$ cat config.mk
export PLATFORM = sky130hd
export DESIGN_NAME = bavg_queue
export DESIGN_NICKNAME = d
export VERILOG_FILES = /design/src/design/bavg_pkg.sv /design/src/design/bavg_queue.sv
export SDC_FILE = /design/constraint.sdc
export NUM_CORES = 1
export LEC_CHECK = 0
export BUFFER_PORTS_ARGS = -buffer_cell sky130_fd_sc_hd__buf_2
export CORE_ASPECT_RATIO = 1.25
export CORE_MARGIN = 2
export CORE_UTILIZATION = 40
export CTS_CLUSTER_SIZE = 12
export DETAILED_ROUTE_END_ITERATION = 10
export GPL_ROUTABILITY_DRIVEN = 0
export SKIP_LAST_GASP = 1
export SLEW_MARGIN = 0
export SYNTH_ARGS = -nofsm -noshare
export SYNTH_HDL_FRONTEND = slang
export SYNTH_SLANG_ARGS = --single-unit
$ cat constraint.sdc
create_clock -name clk -period 2.2 [get_ports clk]
set_input_delay 0.22 -clock clk [delete_from_list [all_inputs] [get_ports clk]]
set_output_delay 0.22 -clock clk [all_outputs]
set_load 0.02 [all_outputs]
$ cat src/design/bavg_pkg.sv
// Package for the 2x2 box-average downscaler.
// Holds the pixel, result and queue entry types plus shared constants.
// No dependencies.
`timescale 1ns / 1ps

package bavg_pkg;

    localparam int MAX_WIDTH_DEF  = 1024;
    localparam int MAX_HEIGHT_DEF = 1024;

    // Configuration register layout.
    localparam int CFG_W       = 11;
    localparam int CFG_INDEX_W = 1;
    localparam logic [CFG_INDEX_W-1:0] REG_IMAGE_WIDTH  = 1'd0;
    localparam logic [CFG_INDEX_W-1:0] REG_IMAGE_HEIGHT = 1'd1;
    localparam int WIDTH_RESET  = 512;
    localparam int HEIGHT_RESET = 512;

    // Entries in the queue between front and back.
    localparam int QUEUE_DEPTH = 4;

    // Queue entry operations.
    localparam logic OP_STORE = 1'b0;
    localparam logic OP_EMIT  = 1'b1;

    typedef struct packed {
        logic [7:0] red_in;
        logic [7:0] green_in;
        logic [7:0] blue_in;
    } pix_t;

    typedef struct packed {
        logic [7:0] red_out;
        logic [7:0] green_out;
        logic [7:0] blue_out;
        logic       row_end;
        logic       frame_end;
    } res_t;

    // One horizontal pair sum, 9 bits per channel.
    typedef struct packed {
        logic [8:0] red;
        logic [8:0] green;
        logic [8:0] blue;
    } pair_t;

    typedef struct packed {
        logic  op;
        pair_t pair;
        logic  row_end;
        logic  frame_end;
    } cmd_t;

endpackage

$ cat src/design/bavg_queue.sv
// Short queue of line-store operations between front and back.
// Entry type from bavg_pkg; the slot index width is a parameter.
`timescale 1ns / 1ps

module bavg_queue #(
    parameter int SW = 1
) (
    input  logic            clk,
    input  logic            rst_n,
    input  logic            push,
    input  bavg_pkg::cmd_t  push_cmd,
    input  logic [SW-1:0]   push_slot,
    output logic            full,
    input  logic            pop,
    output logic            head_valid,
    output bavg_pkg::cmd_t  head_cmd,
    output logic [SW-1:0]   head_slot
);

    localparam int DEPTH = bavg_pkg::QUEUE_DEPTH;
    localparam int PW    = $clog2(DEPTH);
    localparam int NW    = $clog2(DEPTH + 1);

    bavg_pkg::cmd_t cmd_reg [DEPTH];
    logic [SW-1:0]  slot_reg [DEPTH];
    logic [PW-1:0]  wr_ptr_reg, rd_ptr_reg;
    logic [NW-1:0]  count_reg;

    assign full       = (count_reg == NW'(DEPTH));
    assign head_valid = (count_reg != '0);
    assign head_cmd   = cmd_reg[rd_ptr_reg];
    assign head_slot  = slot_reg[rd_ptr_reg];

    always_ff @(posedge clk)
    begin
        if (push)
        begin
            cmd_reg[wr_ptr_reg]  <= push_cmd;
            slot_reg[wr_ptr_reg] <= push_slot;
        end
    end

    always_ff @(posedge clk or negedge rst_n)
    begin
        if (!rst_n)
        begin
            wr_ptr_reg <= '0;
            rd_ptr_reg <= '0;
            count_reg  <= '0;
        end
        else
        begin
            if (push)
            begin
                wr_ptr_reg <= (wr_ptr_reg == PW'(DEPTH - 1)) ? '0 : wr_ptr_reg + PW'(1);
            end
            if (pop)
            begin
                rd_ptr_reg <= (rd_ptr_reg == PW'(DEPTH - 1)) ? '0 : rd_ptr_reg + PW'(1);
            end
            if (push && !pop)
            begin
                count_reg <= count_reg + NW'(1);
            end
            else if (pop && !push)
            begin
                count_reg <= count_reg - NW'(1);
            end
        end
    end

endmodule

==> impl_metrics.yaml, run 1 <==
global_route:
  grt_pass1_wl_um: 13000
  overflow: 0
  antenna_found_initial: 2
  grt_pass1_vias: 2355
  grt_max_degree: 24
  grt_usage_pct: 13.9
sta:
  tightest_slew_ns: 0.439
  period_share_pct: 92.0
  whs_ns: 0.0302
  setup_viol: 0
  fmax_mhz: 494
  fin_setup_tns_ns: 0
  skew_ns: 0.00543
  slew_headroom_pct: 70.7
  final-max-slew-violation-count: 0
  min_period_ns: 2.02
  fin_ws_ns: 0.176
  rsz0062_at_grt: "false"
  hold_viol_final: 0
clock_network:
  cts.sinks: 131
  cts_max_path_buffers: 2
  numCtsBuffers: 17
  tritoncts: "built"
  cts.clk_slew.worst_paths_ns: 0.06
  clock_latency_ns: 0.40
  root_buffer: "clkbuf_16"
  cts-htree-levels: 4
cells_and_area:
  drive_above_1_share_pct: 48.9
  syn2layout_area_growth_pct: 24.8
  final_util_pct: 50.9
  final_area_um2: 6160
  fin_nets: 334
  instances_no_fill: 471
  largest_reg_flops: 120
  n_fill_cell: 969
yosys:
  synth_cell_types: 20
  netlist_top_cells_area: "edfxtp_1, mux4_2, dfrtp_1"
  synth-seq-area-share_pct: 79.0
  synth_nets: 241
  ys_seq_elements: 131
  synth_warnings: 0
  yosys.area.top_type_share_pct: 75.5
  yosysTopAreaCell: "edfxtp_1"
  syn_avg_cell_area_um2: 24.8
  syn_area_um2: 4930
  syn_inst: 199
drt:
  wire_per_inst_um: 17.7
  firstDrtPassIters: 4
  ant_nets: 0
  via_count: 2293
  drcViolationCount: 0
  first_iter_violations: 114
  routed_wl_um: 8360
  viasPerCell: 4.87
placed_design:
  placed_cell_area_um2: 5530
  dp_hpwl_um: 5270
  numPortBuffers: 67
  place_inst: 433
  pre_cts_ws_ns: 0.421
worst_setup_path:
  cpPeakStageDelay_ns: 0.57
  cp.arrival_ns: 1.80
  crit_family: "multiplexers"
  critical_path.startpoint_type: "flip-flop"
  required_ns: 1.98
  crit_buf_inv: 2
  worstSetupPathType: "reg -> out"
  path_cells: "buf_12, mux4_1, buf_2"
  crit_fanout: 16
  cpMaxStageDelayCell: "mux4_1"
  end_kind: "output port"
power_and_ir_drop:
  leakage_nw: 2.18
  p_int_mw: 6.02
  power-per-cell-area_nw_per_um2: 1390
  power_switching_mw: 2.56
  vdd_drop_max_v: 0.000665
  combPwrFrac_pct: 28.7
  p_clk_share_pct: 31.4
  fin_total_pwr_mw: 8.59
  netSwitchingFraction_pct: 29.8
  power_frac_seq_pct: 39.9
floorplanning:
  ios: 68
  coreArea_um2: 12100
  die_h_um: 128
  die-area_um2: 13200
  initial_utilization_pct: 40.8
  die_x_um: 103
  rows: 45
min_path:
  min_path_type: "in -> reg"
job:
  drv_cap: 0
outcome:
  outcome: "finished clean"
-- logic make-up (layout without fill, tap and decap cells) --
kind of cell               Yosys count  in the layout  synth area share [%]
DFF                                131            131                  79.0
xor gates and xnor gates             3              3                 0.533
buffers and inverters               12            118                  2.13
AOI/OAI and AO/OA                    2              2                 0.203
other                                0              2                     0
and+or+nand+nor                     10             10                  1.12
adders and majority gates            7              7                  1.93
muxes                               34             34                  15.1
-- power groups by stage --
stage,Combinational (mW),Clock (mW),Sequential (mW)
global placement,2.44,0,3.49
detailed placement,2.45,0,3.51
finish,2.46,2.70,3.42
floorplan,1.83,0,3.36
CTS,2.46,2.76,3.46
global route,2.66,2.88,3.47
-- per-layer routing --
layer,wire length (µm),up-vias,global-route usage (%)
met5,0,-,0
met4,95,0,5.34
met3,449,7,5.83
met2,4370,57,22.1
met1,3450,1205,16.9
li1,-,1024,-
-- worst paths after layout --
check                      cells after the start  slack (ns)                   endpoint                      start
max                                            3        0.18                  head_slot  rd_ptr_reg[0]$_DFFE_PN0P_
min                                            1        0.03    cmd_reg[0][8]$_DFFE_PP_                push_cmd[8]
max reg2reg                                    4        0.62   cmd_reg[0][25]$_DFFE_PP_  wr_ptr_reg[0]$_DFFE_PN0P_
min reg2reg                                    1        0.51   count_reg[2]$_DFFE_PN0P_   count_reg[2]$_DFFE_PN0P_
max in group asynchronous                      2        1.82  rd_ptr_reg[0]$_DFFE_PN0P_                      rst_n
min in group asynchronous                      2        0.19   count_reg[0]$_DFFE_PN0P_                      rst_n
-- cell usage in the layout, fill, tap and decap left out, types with 3 or more instances in the layout --
cell and n:
inv_1 5, dfrtp_1 5, and2_2 4, buf_4 8, buf_2 67, clkinv_4 4
mux4_2 28, ha_1 6, clkinv_2 3, buf_12 5, mux2_2 3, inv_6 3
clkbuf_16 17, clkinvlp_4 3, mux4_1 3, edfxtp_1 124
-- final cells by class --
type | instances | area [µm²] | area share (%)
Tap cell | 164 | 205 | 3.33
Sequential cell | 131 | 3900 | 63.4
Timing Repair Buffer | 81 | 505 | 8.21
Antenna cell | 2 | 5.00 | 0.0813
Multi-Input combinational cell | 56 | 935 | 15.2
Clock inverter | 15 | 159 | 2.58
Clock buffer | 17 | 425 | 6.91
Inverter | 5 | 18.8 | 0.305
-- cells in the mapped netlist --
| cell | n |
|---|---|
| and2_1 | 4 |
| buf_12 | 3 |
| buf_2 | 3 |
| buf_6 | 1 |
| dfrtp_1 | 7 |
| edfxtp_1 | 124 |
| fa_1 | 1 |
| ha_1 | 6 |
| inv_1 | 5 |
| mux2_2 | 3 |
| mux4_1 | 3 |
| mux4_2 | 28 |
| nand2_1 | 1 |
| nand3_1 | 1 |
| nor2_1 | 2 |
| nor3b_1 | 1 |
| o21ai_0 | 2 |
| or3_1 | 1 |
| xnor2_1 | 1 |
| xor2_1 | 2 |
-- worst register-to-register path: stages, from the launching register on --
cell and delay [ns]:
dfrtp_1 0.40, inv_1 0.12, ha_1 0.15, and2_2 0.36, buf_12 0.25
-- what timing repair did --
| item | 4_1_cts | 5_1_grt |
|---|---|---|
| resized for setup | 1 | 0 |
| hold buffers | 1 | 0 |
| endpoints found under the hold margin | 7 | 0 |
| setup buffers | 0 | 3 |
| endpoints found under the setup margin | 4 | 1 |
No activity file was read; power rests on OpenSTA's default activity.
==> inputs of run 2 (changes only) <==
--- a/config.mk
+++ b/config.mk
@@ -12,6 +12,7 @@
 export CTS_CLUSTER_SIZE = 12
 export DETAILED_ROUTE_END_ITERATION = 10
 export GPL_ROUTABILITY_DRIVEN = 0
+export PLACE_DENSITY = 0.7
 export SKIP_LAST_GASP = 1
 export SLEW_MARGIN = 0
 export SYNTH_ARGS = -nofsm -noshare
==> run 2 against run 1 <==
- setup slack worse by 0.075 ns
- critical path depth is the same
- routed wire length decreased by 1.1%
- via count fell by 1.9%
- non-clock buffer count decreased by 1
- sequential power about the same
- fmax down 3.6%
- clock skew is 0.0017 ns higher
- first-iteration DRC count fell by 12%
- die area stayed put
- critical endpoint is now head_cmd[0]
- largest power group unchanged
==> impl_metrics.yaml, run 2 (same netlist as run 1, synthesis figures left out) <==
outcome:
  outcome: "finished clean"
clock_network:
  clock_latency_ns: 0.40
  cts.sinks: 131
  root_buffer: "clkbuf_16"
  cts_max_path_buffers: 2
  numCtsBuffers: 17
  cts-htree-levels: 4
  tritoncts: "built"
  cts.clk_slew.worst_paths_ns: 0.06
global_route:
  overflow: 0
  grt_usage_pct: 14.0
  grt_max_degree: 27
  antenna_found_initial: 1
  grt_pass1_wl_um: 13000
  grt_pass1_vias: 2432
drt:
  drcViolationCount: 0
  routed_wl_um: 8260
  viasPerCell: 4.80
  via_count: 2250
  first_iter_violations: 100
  wire_per_inst_um: 17.6
  ant_nets: 0
  firstDrtPassIters: 4
worst_setup_path:
  cpPeakStageDelay_ns: 0.56
  crit_fanout: 12
  end_kind: "output port"
  cpMaxStageDelayCell: "mux4_1"
  path_cells: "buf_4, mux4_1, buf_2"
  crit_family: "multiplexers"
  critical_path.startpoint_type: "flip-flop"
  cp.arrival_ns: 1.88
  required_ns: 1.98
  worstSetupPathType: "reg -> out"
  crit_buf_inv: 2
cells_and_area:
  register_area_um2: 3900
  n_fill_cell: 973
  drive_above_1_share_pct: 47.7
  final_cell_mix: "edfxtp_1, buf_2, mux4_2, clkbuf_16"
  multi_input_area_um2: 935
  syn2layout_area_growth_pct: 25.5
  largest_reg_flops: 120
  fin_nets: 333
  layout_commonest_cell: "edfxtp_1"
power_and_ir_drop:
  vdd_drop_max_v: 0.000590
  power-per-cell-area_nw_per_um2: 1420
  leakage_nw: 2.19
sta:
  setup_viol: 0
  min_period_ns: 2.10
  hold_viol_final: 0
  final-max-slew-violation-count: 0
  skew_ns: 0.00718
  rsz0062_at_grt: "false"
  tightest_slew_ns: 0.358
  fin_setup_tns_ns: 0
  fmax_mhz: 477
  period_share_pct: 95.4
  fin_ws_ns: 0.102
  slew_headroom_pct: 76.1
floorplanning:
  ios: 68
  die-area_um2: 13200
  rows: 45
  coreArea_um2: 12100
  die_x_um: 103
  die_h_um: 128
  initial_utilization_pct: 40.8
placed_design:
  dp_hpwl_um: 5160
  numPortBuffers: 67
  pre_cts_ws_ns: 0.404
min_path:
  min_path_type: "in -> reg"
job:
  drv_cap: 0
[run 2: worst paths after layout]
kind | start | endpoint | slack [ns] | cells past startpoint
max | rd_ptr_reg[0]$_DFFE_PN0P_ | head_cmd[0] | 0.10 | 3
min in group asynchronous | rst_n | count_reg[0]$_DFFE_PN0P_ | 0.19 | 2
min | push_cmd[20] | cmd_reg[0][20]$_DFFE_PP_ | 0.03 | 1
max in group asynchronous | rst_n | rd_ptr_reg[0]$_DFFE_PN0P_ | 1.83 | 2
min reg2reg | count_reg[2]$_DFFE_PN0P_ | count_reg[2]$_DFFE_PN0P_ | 0.49 | 1
max reg2reg | wr_ptr_reg[0]$_DFFE_PN0P_ | cmd_reg[2][2]$_DFFE_PP_ | 0.63 | 4
[run 2: timing repair]
item	CTS	global route
endpoints found under the setup margin	4	1
hold endpoints to repair	7	0
resized for setup	1	0
setup buffers	0	4
pin swaps	0	0
hold buffers	1	0
[run 2: layout make-up]
cell class | count | share of cell area, %
tap | 164 | 3.31
clock buffer | 20 | 7.05
sequential | 131 | 63.0
multi-input combinational | 56 | 15.1
inverter | 5 | 0.303
timing repair buffer | 80 | 8.24
antenna | 1 | 0.0404
clock inverter | 12 | 2.93
[run 2: power breakdown]
part	internal, mW	leakage, nW	switching (mW)
Sequential	3.22	1.22	0.191
Clock	1.90	0.287	0.985
Combinational	1.14	0.680	1.34
Total	6.26	2.19	2.52
[run 2: metrics by stage]
stage / hold slack (ns) / utilization, % / instances / power (mW) / area (µm²)
global route: 0.00785 / 51.1 / 468 / 9.25 / 6190
CTS: 0.00333 / 50.9 / 464 / 8.87 / 6160
detailed placement: 0.0691 / 45.7 / 431 / 5.96 / 5530
floorplan: -0.0756 / - / 199 / 5.19 / 4930
finish: 0.0332 / 51.2 / 469 / 8.78 / 6190
global placement: 0.0677 / 45.7 / 431 / 5.90 / 5530
[run 2: routing by layer]
| metal | up-vias | part of all wire [%] | routed length [µm] | track usage [%] |
|---|---|---|---|---|
| met5 | - | 0 | 0 | 0 |
| met4 | 0 | 0.48 | 40 | 5.80 |
| met3 | 2 | 4.9 | 404 | 5.73 |
| met2 | 61 | 53 | 4370 | 22.2 |
| met1 | 1167 | 42 | 3440 | 16.8 |
| li1 | 1020 | - | - | - |
==> inputs of run 3 (changes only) <==
--- a/config.mk
+++ b/config.mk
@@ -13,6 +13,7 @@
 export DETAILED_ROUTE_END_ITERATION = 10
 export GPL_ROUTABILITY_DRIVEN = 0
 export PLACE_DENSITY = 0.7
+export RECOVER_POWER = 50
 export SKIP_LAST_GASP = 1
 export SLEW_MARGIN = 0
 export SYNTH_ARGS = -nofsm -noshare
==> run 3 against run 2 <==
- global-route usage unchanged
- die area unchanged
- clock power about the same
- setup slack got worse by 0.0018 ns
- combinational power about the same
- fmax about the same
==> impl_metrics.yaml, run 3 (same netlist as run 1, synthesis figures left out) <==
outcome:
  outcome: "finished clean"
global_route:
  busiest_layer: "met2"
  antenna_found_initial: 1
  grt_use_met3_pct: 5.73
  grt_pass1_vias: 2432
  grt_max_degree: 27
  grtUsageMet1_pct: 16.8
  grt_usage_pct: 14.0
  overflow: 0
  grt_pass1_wl_um: 13000
  grtUsageMet2_pct: 22.2
worst_setup_path:
  required_ns: 1.98
  crit_buf_inv: 2
  cpPeakStageDelay_ns: 0.56
  crit_family: "multiplexers"
  end_kind: "output port"
  critical_path.startpoint_type: "flip-flop"
  crit_fanout: 12
  r2r_setup_slack_ns: 0.38
  cpMaxStageDelayCell: "mux4_1"
  r2r_cells: 4
  r2r_start: "wr_ptr_reg[1]$_DFFE_PN0P_"
  r2r-end: "cmd_reg[1][6]$_DFFE_PP_"
  cp.arrival_ns: 1.88
  path_cells: "buf_4, mux4_1, buf_2"
  worstSetupPathType: "reg -> out"
floorplanning:
  rows: 45
  ios: 68
  die_x_um: 103
  coreArea_um2: 12100
  die_h_um: 128
  die-area_um2: 13200
  initial_utilization_pct: 40.8
power_and_ir_drop:
  power_switching_mw: 2.52
  p_int_mw: 6.25
  p_clk_share_pct: 32.9
  leakage_nw: 2.10
  power_frac_seq_pct: 38.9
  fin_total_pwr_mw: 8.78
  netSwitchingFraction_pct: 28.8
  vdd_drop_max_v: 0.000592
  power-per-cell-area_nw_per_um2: 1430
  combPwrFrac_pct: 28.2
sta:
  slew_headroom_pct: 52.1
  fin_ws_ns: 0.0997
  hold_viol_final: 0
  tightest_slew_ns: 0.718
  fin_setup_tns_ns: 0
  setup_viol: 0
  period_share_pct: 95.5
  rsz0062_at_grt: "false"
  min_period_ns: 2.10
  fmax_mhz: 476
  skew_ns: 0.00635
  final-max-slew-violation-count: 0
  whs_ns: 0.0757
cells_and_area:
  drive_above_1_share_pct: 36.5
  final_cell_mix: "edfxtp_1, clkbuf_1, buf_2, mux4_2, clkbuf_16"
  instances_no_fill: 469
  layout_commonest_cell: "edfxtp_1"
  fin_nets: 333
  largest_reg_flops: 120
  syn2layout_area_growth_pct: 24.7
job:
  drv_cap: 0
clock_network:
  root_buffer: "clkbuf_16"
  clock_latency_ns: 0.41
  numCtsBuffers: 17
  cts.clk_slew.worst_paths_ns: 0.06
  cts_max_path_buffers: 2
  tritoncts: "built"
  cts-htree-levels: 4
  cts.sinks: 131
placed_design:
  numPortBuffers: 67
  place_inst: 431
  pre_cts_ws_ns: 0.404
  dp_hpwl_um: 5160
drt:
  viasPerCell: 4.80
  via_count: 2253
  drcViolationCount: 0
  first_iter_violations: 103
  firstDrtPassIters: 4
  ant_nets: 0
  routed_wl_um: 8240
  wire_per_inst_um: 17.6
min_path:
  min_path_cells: 1
  worstHoldStart: "push_cmd[20]"
  min_path_type: "in -> reg"
  min_to: "cmd_reg[0][20]$_DFFE_PP_"
==> run 3: changes by cell type in the layout (fill, tap and decap cells not counted) <==
cell      delta
buf_2       -32
and2_0       +2
and2_2       -2
clkbuf_1    +32
==> run 3: worst max path at each step <==
stage	end	slack [ns]	cells after the start	from
final	head_cmd[0]	0.1	3	rd_ptr_reg[0]$_DFFE_PN0P_
after global routing	head_cmd[0]	0.02	3	rd_ptr_reg[0]$_DFFE_PN0P_
after CTS	head_cmd[0]	0.02	3	rd_ptr_reg[0]$_DFFE_PN0P_
after detailed placement	head_cmd[0]	0.40	3	rd_ptr_reg[0]$_DFFE_PN0P_
after global placement	head_cmd[0]	0.42	3	rd_ptr_reg[0]$_DFFE_PN0P_
after floorplan	cmd_reg[2][0]$_DFFE_PP_	0.42	3	wr_ptr_reg[0]$_DFFE_PN0P_
==> run 3: metrics by stage <==
stage	instance area [µm²]	utilization, %
floorplan	4930	-
global route	6150	50.8
detailed placement	5530	45.7
CTS	6160	50.9
finish	6150	50.8
global placement	5530	45.7
==> run 3: repair_timing <==
| action | 4_1_cts | 5_1_grt |
|---|---|---|
| hold buffers | 1 | 0 |
| pin swaps | 0 | 0 |
| buffers inserted | 0 | 4 |
| cloned | 0 | 0 |
| endpoints found under the hold margin | 7 | 0 |
| resized for setup | 1 | 0 |
| endpoints found under the setup margin | 4 | 1 |
==> run 3: layer usage <==
layer  vias to the layer above  wire length, µm  share of wire [%]
met5                         -                0                  0
met3                         4              391                4.7
li1                       1021                -                  -
met2                        60             4330                 53
met4                         0               55               0.67
met1                      1168             3460                 42
==> run 3: power groups by stage <==
stage	sequential, mW	clock [mW]	combinational [mW]
6_report	3.41	2.89	2.48
5_1_grt	3.46	3.07	2.70
4_1_cts	3.43	2.95	2.49
3_5_place_dp	3.47	0	2.48
3_3_place_gp	3.44	0	2.46
2_1_floorplan	3.36	0	1.83
==> run 3: cell type report <==
class	instances	area, µm²
Sequential cell	131	3900
Tap cell	164	205
Clock inverter	12	181
Timing Repair Buffer	80	470
Antenna cell	1	2.50
Inverter	5	18.8
Fill cell	990	5950
Multi-Input combinational cell	56	932
Clock buffer	20	437
