==> config.mk <==
export PLATFORM = sky130hd
export DESIGN_NAME = bavg_front
export DESIGN_NICKNAME = d
export VERILOG_FILES = /design/src/design/bavg_pkg.sv /design/src/design/bavg_front.sv
export SDC_FILE = /design/constraint.sdc
export NUM_CORES = 1
export LEC_CHECK = 0
export BUFFER_PORTS_ARGS = -buffer_cell sky130_fd_sc_hd__buf_2
export CORE_ASPECT_RATIO = 0.6
export CORE_MARGIN = 1.5
export CORE_UTILIZATION = 55
export CTS_BUF_LIST = sky130_fd_sc_hd__clkbuf_8
export DETAILED_ROUTE_END_ITERATION = 6
export HOLD_SLACK_MARGIN = 0.03
export PLACE_DENSITY = 0.79
export SLEW_MARGIN = 20
export SYNTH_ARGS = -nofsm -noshare
export SYNTH_HDL_FRONTEND = slang
export SYNTH_SLANG_ARGS = --single-unit
export TNS_END_PERCENT = 30
==> constraint.sdc <==
create_clock -name clk -period 8.3 [get_ports clk]
set_input_delay 0.83 -clock clk [delete_from_list [all_inputs] [get_ports clk]]
set_output_delay 0.83 -clock clk [all_outputs]
set_load 0.05 [all_outputs]
==> src/design/bavg_pkg.sv <==
// Package for the 2x2 box-average downscaler.
// Holds the pixel, result and queue entry types plus shared constants.
// No dependencies.
`timescale 1ns / 1ps

package bavg_pkg;

    localparam int MAX_WIDTH_DEF  = 1024;
    localparam int MAX_HEIGHT_DEF = 1024;

    // Configuration register layout.
    localparam int CFG_W       = 11;
    localparam int CFG_INDEX_W = 1;
    localparam logic [CFG_INDEX_W-1:0] REG_IMAGE_WIDTH  = 1'd0;
    localparam logic [CFG_INDEX_W-1:0] REG_IMAGE_HEIGHT = 1'd1;
    localparam int WIDTH_RESET  = 512;
    localparam int HEIGHT_RESET = 512;

    // Entries in the queue between front and back.
    localparam int QUEUE_DEPTH = 4;

    // Queue entry operations.
    localparam logic OP_STORE = 1'b0;
    localparam logic OP_EMIT  = 1'b1;

    typedef struct packed {
        logic [7:0] red_in;
        logic [7:0] green_in;
        logic [7:0] blue_in;
    } pix_t;

    typedef struct packed {
        logic [7:0] red_out;
        logic [7:0] green_out;
        logic [7:0] blue_out;
        logic       row_end;
        logic       frame_end;
    } res_t;

    // One horizontal pair sum, 9 bits per channel.
    typedef struct packed {
        logic [8:0] red;
        logic [8:0] green;
        logic [8:0] blue;
    } pair_t;

    typedef struct packed {
        logic  op;
        pair_t pair;
        logic  row_end;
        logic  frame_end;
    } cmd_t;

endpackage

==> src/design/bavg_front.sv <==
// Front end of the downscaler: accepts pixels, tracks position and forms pair sums.
// Pushes store or emit entries into the queue. Depends on bavg_pkg.
`timescale 1ns / 1ps

module bavg_front #(
    parameter int MAX_WIDTH  = bavg_pkg::MAX_WIDTH_DEF,
    parameter int MAX_HEIGHT = bavg_pkg::MAX_HEIGHT_DEF,
    parameter int WW         = $clog2(MAX_WIDTH + 1),
    parameter int HW         = $clog2(MAX_HEIGHT + 1),
    parameter int SW         = 1
) (
    input  logic                 clk,
    input  logic                 rst_n,
    input  logic                 in_valid,
    output logic                 in_stall,
    input  bavg_pkg::pix_t       in_data,
    input  logic [WW-1:0]        img_w,
    input  logic [HW-1:0]        img_h,
    input  logic                 q_full,
    output logic                 q_push,
    output bavg_pkg::cmd_t       q_cmd,
    output logic [SW-1:0]        q_slot
);

    localparam int CW = $clog2(MAX_WIDTH);
    localparam int RW = $clog2(MAX_HEIGHT);

    logic [CW-1:0]   col_reg, col_next;
    logic [RW-1:0]   row_reg, row_next;
    bavg_pkg::pix_t  held_reg;

    logic [WW-1:0] col_ext, col_inc, col_half, last_col;
    logic [HW-1:0] row_ext, row_inc, last_row;
    logic          accept, in_range;

    assign in_stall = q_full;
    assign accept   = in_valid && !q_full;

    assign col_ext  = WW'(col_reg);
    assign row_ext  = HW'(row_reg);
    assign col_inc  = col_ext + WW'(1);
    assign row_inc  = row_ext + HW'(1);
    assign col_half = col_ext >> 1;
    assign in_range = (col_ext < img_w) && (row_ext < img_h);

    // An odd last column or row is never part of a block.
    assign last_col = {img_w[WW-1:1], 1'b0} - WW'(1);
    assign last_row = {img_h[HW-1:1], 1'b0} - HW'(1);

    assign q_push = accept && in_range && col_reg[0];
    assign q_slot = col_half[SW-1:0];

    always_comb
    begin
        q_cmd.op         = row_reg[0] ? bavg_pkg::OP_EMIT : bavg_pkg::OP_STORE;
        q_cmd.pair.red   = {1'b0, held_reg.red_in}   + {1'b0, in_data.red_in};
        q_cmd.pair.green = {1'b0, held_reg.green_in} + {1'b0, in_data.green_in};
        q_cmd.pair.blue  = {1'b0, held_reg.blue_in}  + {1'b0, in_data.blue_in};
        q_cmd.row_end    = (col_ext == last_col);
        q_cmd.frame_end  = (col_ext == last_col) && (row_ext == last_row);
    end

    always_comb
    begin
        col_next = col_reg;
        row_next = row_reg;
        if (accept)
        begin
            if (col_inc >= img_w)
            begin
                col_next = '0;
                if (row_inc >= img_h)
                begin
                    row_next = '0;
                end
                else
                begin
                    row_next = row_inc[RW-1:0];
                end
            end
            else
            begin
                col_next = col_inc[CW-1:0];
            end
        end
    end

    always_ff @(posedge clk or negedge rst_n)
    begin
        if (!rst_n)
        begin
            col_reg  <= '0;
            row_reg  <= '0;
            held_reg <= '0;
        end
        else
        begin
            col_reg <= col_next;
            row_reg <= row_next;
            if (accept && in_range && !col_reg[0])
            begin
                held_reg <= in_data;
            end
        end
    end

endmodule

==> results of run 1 <==
==> critical path, stage by stage <==
cell and delay, ns:
buf_2 0.11, inv_1 0.10, ha_1 0.42, and3_1 0.24, nor3_1 0.07, a211oi_1 0.25, a41oi_1 0.09, a2111oi_1 0.56
o2111a_1 0.26, buf_2 0.26
==> cells by family (layout without fill, tap and decap cells) <==
logic type | after synthesis | in the layout | synth area share (%)
simple gates | 124 | 124 | 14.5
compound gates | 97 | 97 | 14.7
fa+ha+maj | 73 | 73 | 21.1
buf+inv | 58 | 132 | 5.97
xor+xnor | 57 | 57 | 11.2
flops | 44 | 44 | 24.8
mux | 25 | 25 | 7.66
==> path summary, 6_finish.rpt <==
check | endpoint | slack [ns]
worst max-delay path | q_cmd[0] | 4.26
worst min-delay path | held_reg[20] | 0.50
worst max register to register | col_reg[8] | 4.83
worst min register to register | held_reg[23] | 0.51
max in group asynchronous | held_reg[6] | 7.40
min in group clk | held_reg[23] | 0.51
==> synth_stat cells (all sizes together) (11+ instances only) <==
| master | number |
|---|---|
| a21o | 11 |
| a21oi | 22 |
| and3 | 13 |
| dfrtp | 44 |
| ha | 70 |
| inv | 42 |
| mux2 | 21 |
| nand2 | 25 |
| nand3 | 15 |
| nor2 | 22 |
| o21ai | 24 |
| xnor2 | 42 |
| xor2 | 15 |
==> routing by layer <==
metal  global-route usage, %  routed length [um]
met5                       0                   0
met4                    5.35                  79
met3                    4.53                 825
met2                    39.0                4540
met1                    38.5                5360
==> power by group <==
part / switching (mW) / internal (mW) / leakage (nW) / total, mW
sequential: 0.0440 / 0.259 / 0.550 / 0.303
combinational: 0.543 / 0.261 / 2.04 / 0.804
clock: 0.0832 / 0.0908 / 0.0583 / 0.174
==> through the flow <==
stage | cells | hold slack [ns]
floorplan | 478 | 0.484
global placement | 652 | 0.491
detailed placement | 652 | 0.499
CTS | 660 | 0.519
global route | 660 | 0.528
finish | 660 | 0.498
==> cell type report <==
class,instances,area (sq um)
clock buffer,5,68.8
clock inverter,3,47.5
fill,665,2850
inverter,42,158
multi-input combinational,376,3070
sequential,44,1100
tap,108,135
timing repair buffer,82,413
==> impl_metrics.env, run 1 <==
export IMPL_cp_arrival_ns=3.21
export IMPL_start_util_pct=56.6
export IMPL_grt_pass1_wl_um=17700
export IMPL_dr_pass1_iters=5
export IMPL_drv_slew=0
export IMPL_cts_setup_buffers=0
export IMPL_grtUsageTotal_pct=25.7
export IMPL_placed_area_sq_um=4880
export IMPL_netlist_instances=478
export IMPL_crit_start="img_w[2]"
export IMPL_drc_errors=0
export IMPL_required_ns=7.47
export IMPL_synthArstFlopShare_pct=100
export IMPL_num_rows=25
export IMPL_die_w_um=119
export IMPL_cts_hold_fix_buffers=0
export IMPL_utilization_pct=63.6
export IMPL_pin_count=83
export IMPL_cellPowerDensity_nw_per_um2=256
export IMPL_cellLeakagePower_nw=2.65
export IMPL_fin_crit_sh_pct=48.6
export IMPL_tightest_slew_ns=0.689
export IMPL_dpl_hpwl_um=8730
export IMPL_cts_path_max_buffers=2
export IMPL_yosysTopAreaCell="dfrtp_1"
export IMPL_wl_per_cell_um=16.4
export IMPL_worst_path_max_fanout=9
export IMPL_dpl_worst_slack_ns=4.32
export IMPL_coreArea_sq_um=7850
export IMPL_grt_ovfl_total=0
export IMPL_die_area_sq_um=8640
export IMPL_seq_area_frac_synth_pct=24.8
export IMPL_hold_viol=0
export IMPL_dr_total_vias=3829
export IMPL_drive_above_1_share_pct=20.8
export IMPL_ff2ff_path_depth=12
export IMPL_cts_htree_levels=2
export IMPL_cts_resized=0
export IMPL_cts_tree="yes"
export IMPL_clk_root_buffer_cell="clkbuf_8"
export IMPL_grt_pass1_vias=3655
export IMPL_drtAntennaViolNets=0
export IMPL_fin_area_sq_um=5000
export IMPL_drt_iter0_drc=247
export IMPL_status="complete, no violations"
export IMPL_layout_common_cells="buf_2 (81), ha_1 (70), dfrtp_1 (44), inv_1 (42), xnor2_1 (42)"
export IMPL_rsz0062_at_grt="false"
export IMPL_largest_reg_flops=24
export IMPL_finClkSkew_ns=0.0171
export IMPL_gp_congestion=0.937
export IMPL_syn_nets=601
export IMPL_port_buffers=82
export IMPL_mostFrequentLayoutCell="buf_2"
export IMPL_synth_area_leaders="dfrtp_1 (25%), ha_1 (20%), xnor2_1 (8.3%)"
export IMPL_yosys_warnings=0
export IMPL_hp_class="input pin to async pin"
export IMPL_maxSlewHeadroom_pct=53.6
export IMPL_rr_startpoint="col_reg[0]"
export IMPL_finalSetupViolCount=0
export IMPL_cap_viol_max_count=0
export IMPL_min_period_ns=4.04
export IMPL_worst_skew_pair_late_latency_ns=0.32
export IMPL_cts_sinks=44
export IMPL_ys_ff_latch=44
export IMPL_path_class="input pin to primary output"
export IMPL_max_freq_ghz=0.248
export IMPL_synth_avg_cell_area_sq_um=9.29
export IMPL_area_growth_synth_to_final_pct=12.5
export IMPL_clk_pin_slew_ns=0.10
export IMPL_fin_setup_tns_ns=0
export IMPL_yosysTopAreaCellShare_pct=24.8
export IMPL_netlist_area_sq_um=4440
export IMPL_grt_antenna_before_repair=0
export IMPL_final_nets=674
export IMPL_via_per_inst=5.80
export IMPL_critPathLaunchType="input pin"
export IMPL_worstSetupEndpointType="primary output"
export IMPL_synth_edff_count=0
export IMPL_vdd_drop_max_uv=125
export IMPL_synth_cell_types=52
export IMPL_grt_max_degree=45
export IMPL_synth_flop_cell="dfrtp_1"
export IMPL_total_power_mw=1.28
export IMPL_fp_dieH_um=72.6
export IMPL_setup_slack_ns=4.26
export IMPL_cts_buffers_inserted=5
export IMPL_diodes=0
export IMPL_routed_wirelength_um=10800
Power figures use the tool's default switching activity.
==> run 2, diff against run 1 <==
- clock period: 8.3 -> 3.75 ns (I/O delays scaled with it)
==> run 2 against run 1 <==
Clock power up 110%; combinational power up 120%; sequential power is 120% higher; first-iteration DRC count grew 38%; clock skew is 0.0059 ns lower; setup slack got worse by 3.8 ns; critical path depth rose by 2; sequential share of layout area is essentially flat; critical endpoint is now row_reg[3]; largest power group unchanged.
==> impl_metrics.env, run 2 (synthesis results as in run 1) <==
export IMPL_status="complete, no violations"
export IMPL_max_freq_ghz=0.301
export IMPL_filler_cell_count=660
export IMPL_die_w_um=119
export IMPL_largest_reg_flops=24
export IMPL_cp_arrival_ns=3.49
export IMPL_min_period_ns=3.33
export IMPL_path_class="register to register"
export IMPL_cellLeakagePower_nw=2.66
export IMPL_drive_above_1_share_pct=21.1
export IMPL_die_area_sq_um=8640
export IMPL_cts_htree_levels=2
export IMPL_worst_path_max_fanout=10
export IMPL_drtAntennaViolNets=0
export IMPL_drt_iter0_drc=341
export IMPL_fin_area_sq_um=5010
export IMPL_finClkSkew_ns=0.0112
export IMPL_utilization_pct=63.8
export IMPL_critPathLaunchType="register"
export IMPL_vdd_drop_max_uv=258
export IMPL_pin_count=83
export IMPL_worstSetupEndpointType="register"
export IMPL_worst_skew_pair_late_latency_ns=0.30
export IMPL_diodes=0
export IMPL_cellPowerDensity_nw_per_um2=562
export IMPL_cts_tree="yes"
export IMPL_required_ns=3.92
export IMPL_grt_pass1_vias=3670
export IMPL_tightest_slew_ns=0.637
export IMPL_grt_max_degree=45
export IMPL_cts_resized=0
export IMPL_port_buffers=82
export IMPL_grt_antenna_before_repair=0
export IMPL_rsz0062_at_grt="false"
export IMPL_cts_hold_fix_buffers=0
export IMPL_coreArea_sq_um=7850
export IMPL_cap_viol_max_count=0
export IMPL_wl_per_cell_um=16.1
export IMPL_mostFrequentLayoutCell="buf_2"
export IMPL_area_growth_synth_to_final_pct=12.8
export IMPL_clk_pin_slew_ns=0.09
export IMPL_maxSlewHeadroom_pct=57.2
export IMPL_finalSetupViolCount=0
export IMPL_drc_errors=0
export IMPL_final_nets=676
export IMPL_grt_pass1_wl_um=17600
export IMPL_grtUsageTotal_pct=25.6
export IMPL_fin_setup_tns_ns=0
export IMPL_r2r_setup_slack_ns=0.42
export IMPL_gp_congestion=0.984
export IMPL_clk_root_buffer_cell="clkbuf_8"
export IMPL_cts_path_max_buffers=2
export IMPL_cts_setup_buffers=0
export IMPL_fin_crit_sh_pct=88.7
export IMPL_cts_buffers_inserted=5
export IMPL_layout_common_cells="buf_2 (81), ha_1 (70), dfrtp_1 (44), inv_1 (43), xnor2_1 (42)"
export IMPL_placed_area_sq_um=4900
export IMPL_dr_total_vias=3837
export IMPL_via_per_inst=5.80
export IMPL_fp_dieH_um=72.6
export IMPL_dpl_hpwl_um=8700
export IMPL_start_util_pct=56.6
export IMPL_cts_sinks=44
export IMPL_routed_wirelength_um=10700
export IMPL_hold_viol=0
export IMPL_drv_slew=0
export IMPL_hp_class="input pin to async pin"
export IMPL_dr_pass1_iters=5
export IMPL_num_rows=25
export IMPL_grt_ovfl_total=0
## run 2: area by class of cell
type | instances | area [sq um] | share of cell area [%]
clock buffers | 5 | 68.8 | 1.37
clock inverters | 3 | 38.8 | 0.774
inverters | 42 | 158 | 3.15
multi-input cells | 376 | 3080 | 61.5
flip-flops and latches | 44 | 1100 | 22.0
well taps | 108 | 135 | 2.70
repair buffers | 84 | 428 | 8.54
## run 2: worst max-delay path, stage by stage, from the launching register on
cell       delay [ns]
dfrtp_1          0.48
ha_1             0.23
nand3_1          0.14
nor2_1           0.29
nand3_1          0.14
xnor2_1          0.18
ha_1             0.22
a2111oi_0        0.47
o21ai_0          0.19
o21ai_0          0.19
a21oi_1          0.20
nand2b_1         0.33
o2bb2ai_1        0.14
## run 2: per-stage QoR
step	total power [mW]	hold WS [ns]	cells	setup slack, ns
2_1_floorplan	2.08	0.0794	478	0.227
3_3_place_gp	2.41	0.493	654	0.725
3_5_place_dp	2.45	0.501	654	0.558
4_1_cts	2.82	0.263	662	0.507
5_1_grt	3.00	0.100	662	0.155
6_report	2.81	0.0651	662	0.425
## run 2: path summary, 6_finish.rpt
path                             startpoint            to  cells after the start
worst max-delay path             col_reg[0]    row_reg[3]                     12
worst min-delay path                  rst_n  held_reg[20]                      1
worst max register to register   col_reg[0]    row_reg[3]                     12
worst min register to register  held_reg[7]   held_reg[7]                      1
max in group asynchronous             rst_n    row_reg[5]                      1
min in group clk                 in_data[4]   held_reg[4]                      2
## run 2: power breakdown
| group | switching (mW) | internal [mW] |
|---|---|---|
| clock network | 0.164 | 0.195 |
| logic | 1.21 | 0.582 |
| registers | 0.0919 | 0.573 |
## run 2: routing by layer
| layer | routed length, um | vias to the layer above | share of wire [%] | global-route usage (%) |
|---|---|---|---|---|
| li1 | - | 1858 | - | - |
| met1 | 5370 | 1825 | 50 | 38.4 |
| met2 | 4430 | 141 | 41 | 37.3 |
| met3 | 765 | 13 | 7.2 | 6.17 |
| met4 | 118 | 0 | 1.1 | 6.02 |
| met5 | 0 | - | 0 | 0 |
==> run 3, diff against run 2 <==
- RECOVER_POWER: not set -> 25
==> run 3 against run 2 <==
The flow now finishes with violations (max-capacitance violations, max-slew violations); flip-flop and latch count unchanged; utilization about the same; critical path depth unchanged; total power about the same; sequential power about the same; critical endpoint unchanged; largest cell class unchanged; highest routed layer unchanged.
==> impl_metrics.env, run 3 (synthesis results as in run 1) <==
export IMPL_grt_antenna_before_repair=0
export IMPL_regArea_sq_um=1100
export IMPL_cts_htree_levels=2
export IMPL_port_buffers=82
export IMPL_layout_common_cells="buf_2 (81), ha_1 (70), dfrtp_1 (44), inv_1 (43), xnor2_1 (42)"
export IMPL_cts_hold_fix_buffers=0
export IMPL_hp_class="input pin to register"
export IMPL_finClkSkew_ns=0.0112
export IMPL_cts_path_max_buffers=2
export IMPL_status="finished with violations"
export IMPL_vdd_drop_max_uv=258
export IMPL_tightest_slew_ns=2.38
export IMPL_grt_max_degree=45
export IMPL_multi_input_area_sq_um=3080
export IMPL_fin_crit_sh_pct=88.7
export IMPL_wl_per_cell_um=16.1
export IMPL_worst_skew_pair_late_latency_ns=0.30
export IMPL_gp_congestion=0.984
export IMPL_num_rows=25
export IMPL_cap_viol_max_count=1
export IMPL_path_class="register to register"
export IMPL_drv_slew=45
export IMPL_cts_buffers_inserted=5
export IMPL_clk_root_buffer_cell="clkbuf_8"
export IMPL_start_util_pct=56.6
export IMPL_min_period_ns=3.33
export IMPL_maxSlewHeadroom_pct=-58.5
export IMPL_grt_pass1_vias=3670
export IMPL_path_cells="ha_1, nand3_1, nor2_1, nand3_1, xnor2_1, ha_1, a2111oi_0, o21ai_0, o21ai_0, a21oi_1, nand2b_1, o2bb2ai_1"
export IMPL_final_nets=676
export IMPL_routed_wirelength_um=10700
export IMPL_required_ns=3.92
export IMPL_via_per_inst=5.80
export IMPL_hold_viol=0
export IMPL_dr_pass1_iters=5
export IMPL_critPathLaunchType="register"
export IMPL_max_stage_delay_ns=0.48
export IMPL_violations="max-capacitance violations, max-slew violations"
export IMPL_die_area_sq_um=8640
export IMPL_utilization_pct=63.7
export IMPL_cts_sinks=44
export IMPL_diodes=0
export IMPL_fin_setup_tns_ns=0
export IMPL_finalSetupViolCount=0
export IMPL_clk_pin_slew_ns=0.09
export IMPL_worst_path_max_fanout=10
export IMPL_rsz0062_at_grt="false"
export IMPL_drc_errors=0
export IMPL_grt_ovfl_total=0
export IMPL_drive_above_1_share_pct=20.9
export IMPL_die_w_um=119
export IMPL_filler_cell_count=662
export IMPL_max_freq_ghz=0.301
export IMPL_dr_total_vias=3837
export IMPL_worstSetupEndpointType="register"
export IMPL_cellPowerDensity_nw_per_um2=562
export IMPL_cts_setup_buffers=0
export IMPL_drt_iter0_drc=341
export IMPL_area_growth_synth_to_final_pct=12.7
export IMPL_mostFrequentLayoutCell="buf_2"
export IMPL_cts_resized=0
export IMPL_grt_pass1_wl_um=17600
export IMPL_cts_tree="yes"
export IMPL_cellLeakagePower_nw=2.66
export IMPL_dpl_hpwl_um=8700
export IMPL_coreArea_sq_um=7850
export IMPL_pin_count=83
export IMPL_drtAntennaViolNets=0
export IMPL_cp_arrival_ns=3.49
export IMPL_fp_dieH_um=72.6
export IMPL_crit_slowest_cell="dfrtp_1"
export IMPL_grtUsageTotal_pct=25.6
export IMPL_largest_reg_flops=24
[run 3: layer usage]
metal  wire (um)  GRT usage, %
met2        4430          37.3
met4         118          6.02
met1        5370          38.4
met3         764          6.17
met5           0             0
[run 3: power breakdown]
group / switching [mW] / internal, mW / total [mW] / leakage, nW
clock network: 0.164 / 0.195 / 0.359 / 0.0593
registers: 0.0919 / 0.574 / 0.665 / 0.550
logic: 1.21 / 0.581 / 1.79 / 2.05
total: 1.46 / 1.35 / 2.81 / 2.66
[run 3: through the flow]
| stage | power (mW) | instances | setup WS, ns | cell area [sq um] | hold WS, ns |
|---|---|---|---|---|---|
| 2_1_floorplan | 2.08 | 478 | 0.227 | 4450 | 0.0794 |
| 3_3_place_gp | 2.41 | 654 | 0.725 | 4900 | 0.493 |
| 3_5_place_dp | 2.45 | 654 | 0.558 | 4900 | 0.501 |
| 4_1_cts | 2.82 | 662 | 0.507 | 5010 | 0.263 |
| 5_1_grt | 3.00 | 662 | 0.155 | 5000 | 0.314 |
| 6_report | 2.81 | 662 | 0.425 | 5000 | 0.322 |
[run 3: worst paths after layout]
path                        startpoint            to  slack, ns  cells after the start
max                         col_reg[0]    row_reg[3]       0.42                     12
min reg2reg                held_reg[7]   held_reg[7]       0.52                      1
max in group asynchronous        rst_n    row_reg[5]       1.61                      1
max reg2reg                 col_reg[0]    row_reg[3]       0.42                     12
min in group asynchronous        rst_n  held_reg[20]       0.79                      1
min                         in_data[4]   held_reg[4]       0.32                      2
[run 3: area by class of cell]
class	instances	share of cell area [%]
Clock buffer	5	1.38
Clock inverter	3	0.775
Inverter	42	3.15
Multi-Input combinational cell	376	61.5
Sequential cell	44	22.0
Tap cell	108	2.70
Timing Repair Buffer	84	8.48
[run 3: worst max-delay path, delay by kind of cell, from the launching register on]
family | cells | cell delay (ns)
AOI/OAI and AO/OA | 5 | 1.19
xor gates and xnor gates | 1 | 0.18
adders and majority gates | 2 | 0.45
and+or+nand+nor | 4 | 0.90
DFF | 1 | 0.48
